===== config.mk =====
export PLATFORM = sky130hd
export DESIGN_NAME = timed_light_event_table_core
export DESIGN_NICKNAME = d
export VERILOG_FILES = /design/src/design/tlet_pkg.sv /design/src/design/tlet_cell.sv /design/src/design/tlet_head.sv /design/src/design/timed_light_event_table_core.sv
export SDC_FILE = /design/constraint.sdc
export NUM_CORES = 1
export LEC_CHECK = 0
export ABC_CLOCK_PERIOD_IN_PS = 23200
export BUFFER_PORTS_ARGS = -buffer_cell sky130_fd_sc_hd__buf_2
export CORE_AREA = 2 2 236 238
export DETAILED_ROUTE_END_ITERATION = 8
export DIE_AREA = 0 0 238 240
export PLACE_DENSITY_LB_ADDON = 0.08
export SLEW_MARGIN = 20
export SYNTH_ARGS = -nofsm -noshare
export SYNTH_HDL_FRONTEND = slang
export SYNTH_SLANG_ARGS = --single-unit

===== constraint.sdc =====
create_clock -name clk -period 23.2 [get_ports clk]
set_input_delay 2.32 -clock clk [delete_from_list [all_inputs] [get_ports clk]]
set_output_delay 2.32 -clock clk [all_outputs]
set_load 0.02 [all_outputs]

===== src/design/tlet_pkg.sv =====
// shared constants, request codes and control structs for the timed light event table
// no dependencies
package tlet_pkg;

	localparam int TLET_NUM_SLOTS = 16;
	localparam int TLET_TIME_BITS = 32;
	localparam int LIGHT_W        = 8;
	localparam int REQ_W          = 2;
	localparam int TIME_IN_W      = 32;

	localparam logic [REQ_W-1:0] REQ_ADD    = 2'd0;
	localparam logic [REQ_W-1:0] REQ_REMOVE = 2'd1;
	localparam logic [REQ_W-1:0] REQ_TICK   = 2'd2;

	// sequencer to head unit
	typedef struct packed {
		logic [REQ_W-1:0] req;
		logic             fill_pass;
		logic             hit;
	} tlet_ctl_t;

	// head unit back to sequencer
	typedef struct packed {
		logic hit;
		logic emit;
	} tlet_stat_t;

endpackage


===== src/design/tlet_cell.sv =====
// one table entry of the rotating cell chain
// depends on tlet_pkg
module tlet_cell #(
	parameter int TIME_BITS = tlet_pkg::TLET_TIME_BITS
) (
	input  logic                        clk,
	input  logic                        arst_n,
	input  logic                        shift_en,
	input  logic                        d_used,
	input  logic [tlet_pkg::LIGHT_W-1:0] d_light,
	input  logic                        d_level,
	input  logic [TIME_BITS-1:0]        d_due,
	output logic                        q_used,
	output logic [tlet_pkg::LIGHT_W-1:0] q_light,
	output logic                        q_level,
	output logic [TIME_BITS-1:0]        q_due
);
	import tlet_pkg::*;

	logic                used_q;
	logic [LIGHT_W-1:0]  light_q;
	logic                level_q;
	logic [TIME_BITS-1:0] due_q;

	always_ff @(posedge clk or negedge arst_n) begin
		if (!arst_n) begin
			used_q <= 1'b0;
		end else if (shift_en) begin
			used_q <= d_used;
		end
	end

	// payload only matters while the entry is in use
	always_ff @(posedge clk) begin
		if (shift_en) begin
			light_q <= d_light;
			level_q <= d_level;
			due_q   <= d_due;
		end
	end

	assign q_used  = used_q;
	assign q_light = light_q;
	assign q_level = level_q;
	assign q_due   = due_q;

endmodule


===== src/design/tlet_head.sv =====
// compare and update logic applied to the entry at the head of the cell chain
// depends on tlet_pkg
module tlet_head #(
	parameter int TIME_BITS = tlet_pkg::TLET_TIME_BITS
) (
	input  tlet_pkg::tlet_ctl_t          ctl,
	input  logic [tlet_pkg::LIGHT_W-1:0] qry_light,
	input  logic                         qry_level,
	input  logic [TIME_BITS-1:0]         qry_time,
	input  logic                         e_used,
	input  logic [tlet_pkg::LIGHT_W-1:0] e_light,
	input  logic                         e_level,
	input  logic [TIME_BITS-1:0]         e_due,
	output logic                         n_used,
	output logic [tlet_pkg::LIGHT_W-1:0] n_light,
	output logic                         n_level,
	output logic [TIME_BITS-1:0]         n_due,
	output tlet_pkg::tlet_stat_t         stat
);
	import tlet_pkg::*;

	logic light_eq;
	logic due_eq;

	assign light_eq = (e_light == qry_light);
	assign due_eq   = (e_due == qry_time);

	always_comb begin
		n_used  = e_used;
		n_light = e_light;
		n_level = e_level;
		n_due   = e_due;
		stat    = '0;
		unique case (ctl.req)
			REQ_ADD: begin
				if (!ctl.hit) begin
					if (!ctl.fill_pass) begin
						// first pass: update an existing event in place
						if (e_used && light_eq && due_eq) begin
							n_level  = qry_level;
							stat.hit = 1'b1;
						end
					end else if (!e_used) begin
						// second pass: take the lowest free entry
						n_used   = 1'b1;
						n_light  = qry_light;
						n_level  = qry_level;
						n_due    = qry_time;
						stat.hit = 1'b1;
					end
				end
			end
			REQ_REMOVE: begin
				if (!ctl.hit && e_used && light_eq && (e_level == qry_level) && due_eq) begin
					n_used   = 1'b0;
					n_light  = '0;
					n_level  = 1'b0;
					n_due    = '0;
					stat.hit = 1'b1;
				end
			end
			REQ_TICK: begin
				if (e_used && due_eq) begin
					n_used    = 1'b0;
					n_light   = '0;
					n_level   = 1'b0;
					n_due     = '0;
					stat.emit = 1'b1;
				end
			end
			default: begin
				// unused code: entry passes unchanged
			end
		endcase
	end

endmodule


===== src/design/timed_light_event_table_core.sv =====
// top level of the timed light event table: sequencer, head unit and cell chain
// depends on tlet_pkg, tlet_cell, tlet_head
//
// usage
//  - request channel (in_valid/in_ready) carries req_type, light_id, light_state,
//    event_time; add = 0, remove = 1, tick = 2, code 3 is ignored
//  - write channel (out_valid/out_ready) carries out_light, out_state, last_write,
//    one write per due entry on a tick, in ascending slot order
//  - the entries sit in a ring of NUM_SLOTS cells that rotates by one place per
//    unpaused scan cycle; the cell at the head passes the compare/update unit, so
//    one full revolution visits every slot once in slot order and leaves all in place
//  - sequence: a request is taken in the idle state only; remove, tick and
//    the unused code scan one revolution, an add one revolution when it
//    updates an existing event and a second one when it has to fill a free
//    entry; a tick then passes a flush state to hand out its final write
//  - each write of a tick passes the hold register, then the output
//    register; a due write is held back by one entry so last_write is known
//  - when the receiver stalls, the rotation pauses while a due entry finds a
//    write already held and the output register still full; the request side
//    waits meanwhile
//  - in_ready returns once the scan is done, for a tick once its final write
//    (if any) is loaded, even while that write still sits in the output register
//  - reset empties the table at once (valid bit per cell) and drops any
//    request or write in flight
module timed_light_event_table_core #(
	parameter int NUM_SLOTS = tlet_pkg::TLET_NUM_SLOTS,
	parameter int TIME_BITS = tlet_pkg::TLET_TIME_BITS
) (
	input  logic                           clk,
	input  logic                           arst_n,
	input  logic                           in_valid,
	output logic                           in_ready,
	input  logic [tlet_pkg::REQ_W-1:0]     req_type,
	input  logic [tlet_pkg::LIGHT_W-1:0]   light_id,
	input  logic                           light_state,
	input  logic [tlet_pkg::TIME_IN_W-1:0] event_time,
	output logic                           out_valid,
	input  logic                           out_ready,
	output logic [tlet_pkg::LIGHT_W-1:0]   out_light,
	output logic                           out_state,
	output logic                           last_write
);
	import tlet_pkg::*;

	localparam int STEP_W = (NUM_SLOTS > 1) ? $clog2(NUM_SLOTS) : 1;

	typedef enum logic [1:0] {
		ST_IDLE,
		ST_SCAN,
		ST_FLUSH
	} state_t;

	state_t               state_q;
	logic [REQ_W-1:0]     req_q;
	logic [LIGHT_W-1:0]   light_q;
	logic                 level_q;
	logic [TIME_BITS-1:0] time_q;
	logic                 fill_q;
	logic                 hit_q;
	logic [STEP_W-1:0]    step_q;

	// one-deep hold of the latest due write of a tick
	logic                 pend_valid_q;
	logic [LIGHT_W-1:0]   pend_light_q;
	logic                 pend_level_q;

	// output register
	logic                 out_valid_q;
	logic [LIGHT_W-1:0]   out_light_q;
	logic                 out_state_q;
	logic                 out_last_q;

	// cell chain
	logic                 c_used  [NUM_SLOTS];
	logic [LIGHT_W-1:0]   c_light [NUM_SLOTS];
	logic                 c_level [NUM_SLOTS];
	logic [TIME_BITS-1:0] c_due   [NUM_SLOTS];

	logic                 h_used;
	logic [LIGHT_W-1:0]   h_light;
	logic                 h_level;
	logic [TIME_BITS-1:0] h_due;

	tlet_ctl_t            ctl;
	tlet_stat_t           stat;

	logic scan;
	logic out_load_ok;
	logic out_load;
	logic advance;
	logic last_step;
	logic hit_next;
	logic in_fire;

	assign in_ready    = (state_q == ST_IDLE);
	assign in_fire     = in_valid && in_ready;
	assign scan        = (state_q == ST_SCAN);
	assign out_load_ok = !out_valid_q || out_ready;
	// pause the ring when a due write would overrun the held one
	assign advance     = scan && !(stat.emit && pend_valid_q && !out_load_ok);
	assign last_step   = (step_q == STEP_W'(NUM_SLOTS - 1));
	assign hit_next    = hit_q || stat.hit;
	// output register takes the held write: a later due entry or the end of a tick
	assign out_load    = (advance && stat.emit && pend_valid_q) ||
		((state_q == ST_FLUSH) && pend_valid_q && out_load_ok);

	assign ctl.req       = req_q;
	assign ctl.fill_pass = fill_q;
	assign ctl.hit       = hit_q;

	tlet_head #(
		.TIME_BITS (TIME_BITS)
	) u_head (
		.ctl       (ctl),
		.qry_light (light_q),
		.qry_level (level_q),
		.qry_time  (time_q),
		.e_used    (c_used[0]),
		.e_light   (c_light[0]),
		.e_level   (c_level[0]),
		.e_due     (c_due[0]),
		.n_used    (h_used),
		.n_light   (h_light),
		.n_level   (h_level),
		.n_due     (h_due),
		.stat      (stat)
	);

	// the head's updated entry re-enters at the tail; every other cell takes its neighbor
	for (genvar i = 0; i < NUM_SLOTS; i++) begin : g_cell
		if (i == NUM_SLOTS - 1) begin : g_tail
			tlet_cell #(
				.TIME_BITS (TIME_BITS)
			) u_cell (
				.clk      (clk),
				.arst_n   (arst_n),
				.shift_en (advance),
				.d_used   (h_used),
				.d_light  (h_light),
				.d_level  (h_level),
				.d_due    (h_due),
				.q_used   (c_used[i]),
				.q_light  (c_light[i]),
				.q_level  (c_level[i]),
				.q_due    (c_due[i])
			);
		end else begin : g_body
			tlet_cell #(
				.TIME_BITS (TIME_BITS)
			) u_cell (
				.clk      (clk),
				.arst_n   (arst_n),
				.shift_en (advance),
				.d_used   (c_used[i+1]),
				.d_light  (c_light[i+1]),
				.d_level  (c_level[i+1]),
				.d_due    (c_due[i+1]),
				.q_used   (c_used[i]),
				.q_light  (c_light[i]),
				.q_level  (c_level[i]),
				.q_due    (c_due[i])
			);
		end
	end

	always_ff @(posedge clk or negedge arst_n) begin
		if (!arst_n) begin
			state_q      <= ST_IDLE;
			req_q        <= REQ_ADD;
			light_q      <= '0;
			level_q      <= 1'b0;
			time_q       <= '0;
			fill_q       <= 1'b0;
			hit_q        <= 1'b0;
			step_q       <= '0;
			pend_valid_q <= 1'b0;
			pend_light_q <= '0;
			pend_level_q <= 1'b0;
			out_valid_q  <= 1'b0;
			out_light_q  <= '0;
			out_state_q  <= 1'b0;
			out_last_q   <= 1'b0;
		end else begin
			// a new write, or the current one taken by the receiver
			if (out_load) begin
				out_valid_q <= 1'b1;
			end else if (out_valid_q && out_ready) begin
				out_valid_q <= 1'b0;
			end

			unique case (state_q)
				ST_IDLE: begin
					if (in_fire) begin
						req_q   <= req_type;
						light_q <= light_id;
						level_q <= light_state;
						time_q  <= TIME_BITS'(event_time);
						fill_q  <= 1'b0;
						hit_q   <= 1'b0;
						step_q  <= '0;
						state_q <= ST_SCAN;
					end
				end
				ST_SCAN: begin
					if (advance) begin
						hit_q <= hit_next;
						if (stat.emit) begin
							// the held write is now known not to be the last
							if (pend_valid_q) begin
								out_light_q <= pend_light_q;
								out_state_q <= pend_level_q;
								out_last_q  <= 1'b0;
							end
							pend_valid_q <= 1'b1;
							pend_light_q <= c_light[0];
							pend_level_q <= c_level[0];
						end
						if (last_step) begin
							step_q <= '0;
							if (req_q == REQ_ADD && !fill_q && !hit_next) begin
								// no event to update: second revolution fills a free entry
								fill_q <= 1'b1;
							end else if (req_q == REQ_TICK) begin
								state_q <= ST_FLUSH;
							end else begin
								state_q <= ST_IDLE;
							end
						end else begin
							step_q <= step_q + STEP_W'(1);
						end
					end
				end
				ST_FLUSH: begin
					if (!pend_valid_q) begin
						state_q <= ST_IDLE;
					end else if (out_load_ok) begin
						out_light_q  <= pend_light_q;
						out_state_q  <= pend_level_q;
						out_last_q   <= 1'b1;
						pend_valid_q <= 1'b0;
						state_q      <= ST_IDLE;
					end
				end
				default: begin
					state_q <= ST_IDLE;
				end
			endcase
		end
	end

	assign out_valid  = out_valid_q;
	assign out_light  = out_light_q;
	assign out_state  = out_state_q;
	assign last_write = out_last_q;

endmodule


==> out/qor.txt, run 1 <==
Status: finished clean
Buffers on Ports: 58
Max frequency: 0.161 GHz
Post-synthesis adder-cell area fraction: 0.0515%
Hold Crit Class: reg -> reg
Max_cap viols: 0
Worst-path clk slew: 0.06 ns
Syn_area_per_cell: 21.9 sq um
Crit-path max cell delay: 0.94 ns
CTS buffer count: 77
Row count: 86
Boundary Pins: 59
Synthesized cell area: 0.0243 sq mm
Startpoint types: primary input
Cell Chain, Critical Path: buf_2 -> nor2b_1 -> nand2_1 -> o21ai_2 -> buf_4 -> inv_8 -> buf_6 -> buf_12 -> buf_4
Worst Path Required: 23.40 ns
Slew HR: 25.4%
Fin. max-slew vios: 0
Crit Path Max Fanout: 207
Finish-stage setup viols: 0
Antenna diodes: 0
Clock network fraction of total power: 29.0%
Final GP Congestion: 0.717
Max Root-Sink Buffers: 3
Vias in the first global route: 9,962
Int Pwr: 3.02 mW
Fillers: 4,383
Sequential area share after synthesis: 90.2%
Max H-tree Level: 3
Crit Path Class: in -> reg
Fraction of layout cells with a size suffix above 1: 15.5%
Setup bufs post-CTS: 0
DIE AREA: 0.0571 sq mm
CP top delay family: buffers and inverters
Width of the chip: 238 um
Synth async-reset ratio: 11.8%
WL final: 37,500 um
Critical path's slowest cell: buf_4
Peak VDD IR: 0.0000727 V
Largest family of logic cells by synthesized area: simple AND/OR/NAND/NOR gates
Data arrival, critical path: 6.41 ns
#FFs+latches synth: 744
Final worst setup slack: 16.99 ns
Initial antenna violation count: 0
Placed insts: 1,859
Crit path top cell by count: buf_4
Net count, final: 1,282
First-pass GRT wire length: 58,200 um
Placement Setup Slack: 16.10 ns
RSZ-0062 raised after global routing: no
Pwr dens: 143 mW/mm^2
CTS tree: built
Final Non-Filler Cells: 2,001
Initial Utilization: 44.4%
Clk sink count: 744
Remaining DRCs: 0
Fraction of synthesized area in multiplexers: 1.65%
XOR/XNOR share of the synthesized area: 1.48%
Vias/cell: 4.93
Root Driver: clkbuf_16
Comb power frac: 9.8%
Iter 0 DRT Violations: 977
Register area: 0.0219 sq mm
Area of the multi-input gates: 0.00224 sq mm
Number of flops mapped to enable cells by yosys: 656
Clk_skew: 0.0175 ns
Cts hold-fix bufs: 0
Yosys warns: 0
Post-CTS Resized: 0
Distinct cells, synth: 48
Total GRT Usage: 13.6%
Nature of the critical path endpoint: register
Area of the core: 0.0547 sq mm
Layout area overhead: 14.5%
Seq pwr share: 61.3%
Slew @ Worst Pin: 1.12 ns
Setup TNS: 0 ns
Main synth FF type: edfxtp_1
Bufs and invs on worst path: 6
Synthesized instance count: 1,111
GR Overflow Total: 0
Dpl hpwl: 19,600 um
Die height: 240 um
Sw Ratio: 24.0%
Post-route clock period utilization: 26.8%
Vias: 9,863
Pre-antenna DRT Iters: 5
Largest net degree at the start of global routing: 208
P_sw: 952 uW
Fraction of the mapped netlist area in simple logic gates: 3.44%
Lkg Pwr: 9.81 nW
Insertion delay to the later sink of the worst-skew pair: 0.59 ns
Minimum clock period: 6.21 ns
Final Hold Viols: 0
Compound-cell area share of the yosys netlist: 2.56%
Routed WL per cell: 18.8 um
Final ANT Viol Nets: 0
Syn nets: 1,159
==> Yosys cell counts (all sizes together), types with 2 or more instances <==
cell type / count / share of area, %
edfxtp: 656 / 81
nand2: 140 / 2.2
dfrtp: 88 / 9.1
xnor2: 41 / 1.5
a22o: 40 / 1.4
mux2: 33 / 1.5
clkbuf: 18 / 0.28
nand4: 12 / 0.36
nor2: 10 / 0.15
a21oi: 7 / 0.16
buf: 6 / 0.25
inv: 6 / 0.093
nand2b: 4 / 0.10
nand3b: 4 / 0.18
o211ai: 4 / 0.12
mux2i: 3 / 0.12
nand3: 3 / 0.062
nor2b: 3 / 0.077
nor3: 3 / 0.062
o21ai: 3 / 0.077
a41oi: 2 / 0.072
and3: 2 / 0.052
nor4: 2 / 0.18
o31ai: 2 / 0.062
o41ai: 2 / 0.072
==> logic make-up (layout without fill, tap and decap cells) <==
logic type	after synthesis	in the layout
compound gates	74	74
xor+xnor	41	41
fa+ha+maj	1	1
buf+inv	30	216
flops	744	744
mux	36	36
simple gates	185	185
==> cell type report <==
class | instances | area share [%]
Clock buffer | 109 | 7.73
Sequential cell | 744 | 78.7
Timing Repair Buffer | 68 | 1.39
Inverter | 6 | 0.108
Clock inverter | 33 | 0.792
Multi-Input combinational cell | 337 | 8.06
Tap cell | 704 | 3.17
==> placed cells by master, fill, tap and decap left out, types with 4 or more instances in the layout <==
master | Yosys | routed
buf_4 | 2 | 8
mux2_1 | 14 | 14
edfxtp_1 | 656 | 656
xnor2_1 | 41 | 41
a22o_1 | 40 | 40
clkinv_1 | 0 | 16
clkbuf_16 | 0 | 80
nand4_1 | 10 | 10
clkbuf_1 | 18 | 25
buf_2 | 0 | 57
mux2_2 | 19 | 19
clkinv_2 | 0 | 10
a21oi_1 | 6 | 6
clkbuf_8 | 0 | 4
nor2_1 | 10 | 9
nand2_1 | 140 | 139
inv_1 | 6 | 5
dfrtp_1 | 88 | 88
o211ai_1 | 4 | 4
nand2b_1 | 4 | 4
==> metrics by stage <==
stage	cell area, sq um	total power, mW	hold slack, ns	utilization [%]
3_5_place_dp	25400	2.86	0.405	46.5
6_report	27800	3.97	0.407	50.9
4_1_cts	27800	4.04	0.408	50.9
2_1_floorplan	24300	2.86	0.400	-
3_3_place_gp	25400	2.83	0.400	46.5
5_1_grt	27800	4.18	0.410	50.9
==> state kept, by name, indices dropped and copies added (netlist names), 2 cells and up <==
signal	cells
g_cell.g_body.u_cell.q_due	480
g_cell.g_body.u_cell.q_level	15
g_cell.g_body.u_cell.q_light	120
g_cell.g_body.u_cell.q_used	15
g_cell.g_tail.u_cell.q_due	32
g_cell.g_tail.u_cell.q_light	8
light_q	8
out_light	8
pend_light_q	8
req_q	2
state_q	2
step_q	4
time_q	32
==> worst reg2reg max path: stages, from the launching register on <==
cell	delay, ns
edfxtp_1	0.41
xnor2_1	0.15
nand4_1	0.21
nor4_4	0.13
nand4_2	0.25
o21ai_2	0.09
buf_4	0.25
inv_8	0.53
buf_6	0.82
buf_12	0.85
buf_4	1.16
==> layer usage <==
metal / vias up / GRT usage, % / wire length (um)
met5: - / 0 / 0
met4: 0 / 5.00 / 714
met3: 54 / 3.03 / 1460
met2: 162 / 19.5 / 16700
met1: 5120 / 20.4 / 18600
li1: 4527 / - / -
==> worst paths after layout <==
| kind | start | slack (ns) | to | cells past startpoint |
|---|---|---|---|---|
| max in group asynchronous | arst_n | 20.29 | time_q[1] | 2 |
| max | out_ready | 16.99 | g_cell[2].g_body.u_cell.q_due[25] | 9 |
| max reg2reg | g_cell[0].g_body.u_cell.q_due[24] | 17.94 | g_cell[2].g_body.u_cell.q_due[25] | 10 |
| min reg2reg | g_cell[2].g_body.u_cell.q_due[25] | 0.41 | g_cell[1].g_body.u_cell.q_due[25] | 0 |
| min | g_cell[2].g_body.u_cell.q_due[25] | 0.41 | g_cell[1].g_body.u_cell.q_due[25] | 0 |
| min in group asynchronous | arst_n | 1.75 | g_cell[9].g_body.u_cell.q_used | 1 |
==> power groups by stage <==
stage	clock (mW)	combinational, mW	sequential, mW
2_1_floorplan	0	0.287	2.57
3_3_place_gp	0	0.390	2.44
4_1_cts	1.19	0.400	2.45
5_1_grt	1.25	0.436	2.50
6_report	1.15	0.388	2.43
3_5_place_dp	0	0.398	2.46
Note: power is estimated with default switching activity, not from simulation.
==> inputs of run 2 (changes only) <==
--- a/config.mk
+++ b/config.mk
@@ -5,7 +5,7 @@
 export SDC_FILE = /design/constraint.sdc
 export NUM_CORES = 1
 export LEC_CHECK = 0
-export ABC_CLOCK_PERIOD_IN_PS = 23200
+export ABC_CLOCK_PERIOD_IN_PS = 5340
 export BUFFER_PORTS_ARGS = -buffer_cell sky130_fd_sc_hd__buf_2
 export CORE_AREA = 2 2 236 238
 export DETAILED_ROUTE_END_ITERATION = 8
==> constraint.sdc (replaced) <==
create_clock -name clk -period 5.34 [get_ports clk]
set_input_delay 0.534 -clock clk [delete_from_list [all_inputs] [get_ports clk]]
set_output_delay 0.534 -clock clk [all_outputs]
set_load 0.02 [all_outputs]
==> run 2 against run 1 <==
Effect of this change: clock skew up 0.0034 ns; highest routed layer unchanged; critical path type is now reg -> reg; global-route usage up 0.26 points; utilization up 0.38 points.
==> out/qor.txt, run 2 (synthesis gave the netlist of run 1 again) <==
Status: finished clean (unchanged)
Nature of the critical path endpoint: register (unchanged)
Antenna diodes: 0 (unchanged)
Placed insts: 1,858 (was 1,859)
Hold Crit Class: in -> reg (was reg -> reg)
Max Root-Sink Buffers: 3 (unchanged)
Lkg Pwr: 9.93 nW (was 9.81 nW)
Placement Setup Slack: 2.07 ns (was 16.10 ns)
Boundary Pins: 59 (unchanged)
Final ANT Viol Nets: 0 (unchanged)
GR Overflow Total: 0 (unchanged)
Register area: 0.0219 sq mm (unchanged)
CTS buffer count: 76 (was 77)
Root Driver: clkbuf_16 (unchanged)
Initial Utilization: 44.4% (unchanged)
Die height: 240 um (unchanged)
Fin area: 0.0280 sq mm (was 0.0278 sq mm)
Remaining DRCs: 0 (unchanged)
Area of the core: 0.0547 sq mm (unchanged)
Vias/cell: 4.94 (was 4.93)
Tot Pwr: 17.7 mW (was 3.97 mW)
Buffers on Ports: 58 (unchanged)
DIE AREA: 0.0571 sq mm (unchanged)
Min Hold Slack: 0.144 ns (was 0.407 ns)
Dpl hpwl: 20,800 um (was 19,600 um)
Layout area overhead: 15.4% (was 14.5%)
Largest net degree at the start of global routing: 171 (was 208)
Routed WL per cell: 19.4 um (was 18.8 um)
Startpoint types: register (was primary input)
DP Area: 0.0255 sq mm (was 0.0254 sq mm)
Slew HR: 30.2% (was 25.4%)
Peak VDD IR: 0.000319 V (was 0.0000727 V)
Net count, final: 1,281 (was 1,282)
Vias in the first global route: 9,694 (was 9,962)
Width of the chip: 238 um (unchanged)
Area of the multi-input gates: 0.00225 sq mm (was 0.00224 sq mm)
Crit Path Max Fanout: 170 (was 207)
Post-route clock period utilization: 63.9%
Final GP Congestion: 0.730 (was 0.717)
Insertion delay to the later sink of the worst-skew pair: 0.60 ns (was 0.59 ns)
Vias: 9,852 (was 9,863)
Finished Core Util: 51.3% (was 50.9%)
Finish-stage setup viols: 0 (unchanged)
Max_cap viols: 0 (unchanged)
WL final: 38,700 um (was 37,500 um)
Max H-tree Level: 3 (unchanged)
Total GRT Usage: 13.8% (was 13.6%)
Setup TNS: 0 ns (unchanged)
First-pass GRT wire length: 59,100 um (was 58,200 um)
Max frequency: 0.293 GHz
Clk sink count: 744 (unchanged)
Final worst setup slack: 1.93 ns (was 16.99 ns)
Final Non-Filler Cells: 1,996 (was 2,001)
Pre-antenna DRT Iters: 6 (was 5)
Iter 0 DRT Violations: 750 (was 977)
Final Hold Viols: 0 (unchanged)
Minimum clock period: 3.41 ns
Clk_skew: 0.0209 ns (was 0.0175 ns)
Data arrival, critical path: 3.59 ns (was 6.41 ns)
Fraction of layout cells with a size suffix above 1: 16.6% (was 15.5%)
Pwr dens: 630 mW/mm^2 (was 143 mW/mm^2)
Crit Path Class: reg -> reg (was in -> reg)
CTS tree: built (unchanged)
Worst-path clk slew: 0.06 ns (about the same)
RSZ-0062 raised after global routing: no (unchanged)
Fin. max-slew vios: 0 (unchanged)
Slew @ Worst Pin: 1.05 ns (was 1.12 ns)
Most common cell after layout, fill and taps aside: edfxtp_1 (unchanged)
Initial antenna violation count: 0 (unchanged)
Max reg flops: 480 (unchanged)
Worst Path Required: 5.52 ns (was 23.40 ns)
Fillers: 4,329 (was 4,383)
Row count: 86 (unchanged)
Commonest cells after routing, fill and taps aside: edfxtp_1 (656), nand2_1 (139), dfrtp_1 (88) (unchanged)
==> run 2: report_power, final <==
part | internal, mW | total (mW) | switching, mW
sequential | 9.68 | 10.6 | 0.892
clock | 3.22 | 5.34 | 2.12
combinational | 0.545 | 1.74 | 1.20
==> run 2: worst paths after layout <==
kind                       slack, ns                               from                           endpoint  depth (start not counted)
hold / removal                  0.14                     event_time[12]                         time_q[12]                          3
hold reg to reg                 0.39  g_cell[8].g_body.u_cell.q_due[30]  g_cell[7].g_body.u_cell.q_due[30]                          0
setup / recovery                1.93   g_cell[0].g_body.u_cell.q_due[5]   g_cell[6].g_body.u_cell.q_due[3]                          7
min in group asynchronous       0.53                             arst_n     g_cell[6].g_body.u_cell.q_used                          2
max in group asynchronous       3.74                             arst_n                         light_q[7]                          3
setup reg to reg                1.93   g_cell[0].g_body.u_cell.q_due[5]   g_cell[6].g_body.u_cell.q_due[3]                          7
==> run 2: critical path, cell delays in order (launching register included) <==
cell and delay, ns:
edfxtp_1 0.41, xnor2_1 0.17, nand4_1 0.20, nor4_4 0.62
nand4_4 0.26, o21ai_2 0.26, clkinvlp_4 0.43, buf_12 0.41
==> run 2: area by class of cell <==
type	count	share of cell area [%]
clock buffer	106	7.88
clock inverter	31	1.19
inverter	6	0.0938
multi-input combinational	337	8.03
sequential	744	78.2
tap	704	3.14
timing repair buffer	68	1.50
==> run 2: what timing repair did <==
action | 4_1_cts | 5_1_grt
setup buffers | 0 | 0
gates resized for setup | 0 | 0
hold endpoints to repair | 46 | 0
hold buffers | 1 | 0
setup endpoints to repair | 0 | 0
==> run 2: per-layer routing <==
layer	global-route usage (%)	wire, um	up-vias
met4	5.28	1090	0
li1	-	-	4539
met1	20.6	18900	5087
met5	0	0	-
met3	3.26	1430	85
met2	19.9	17200	141
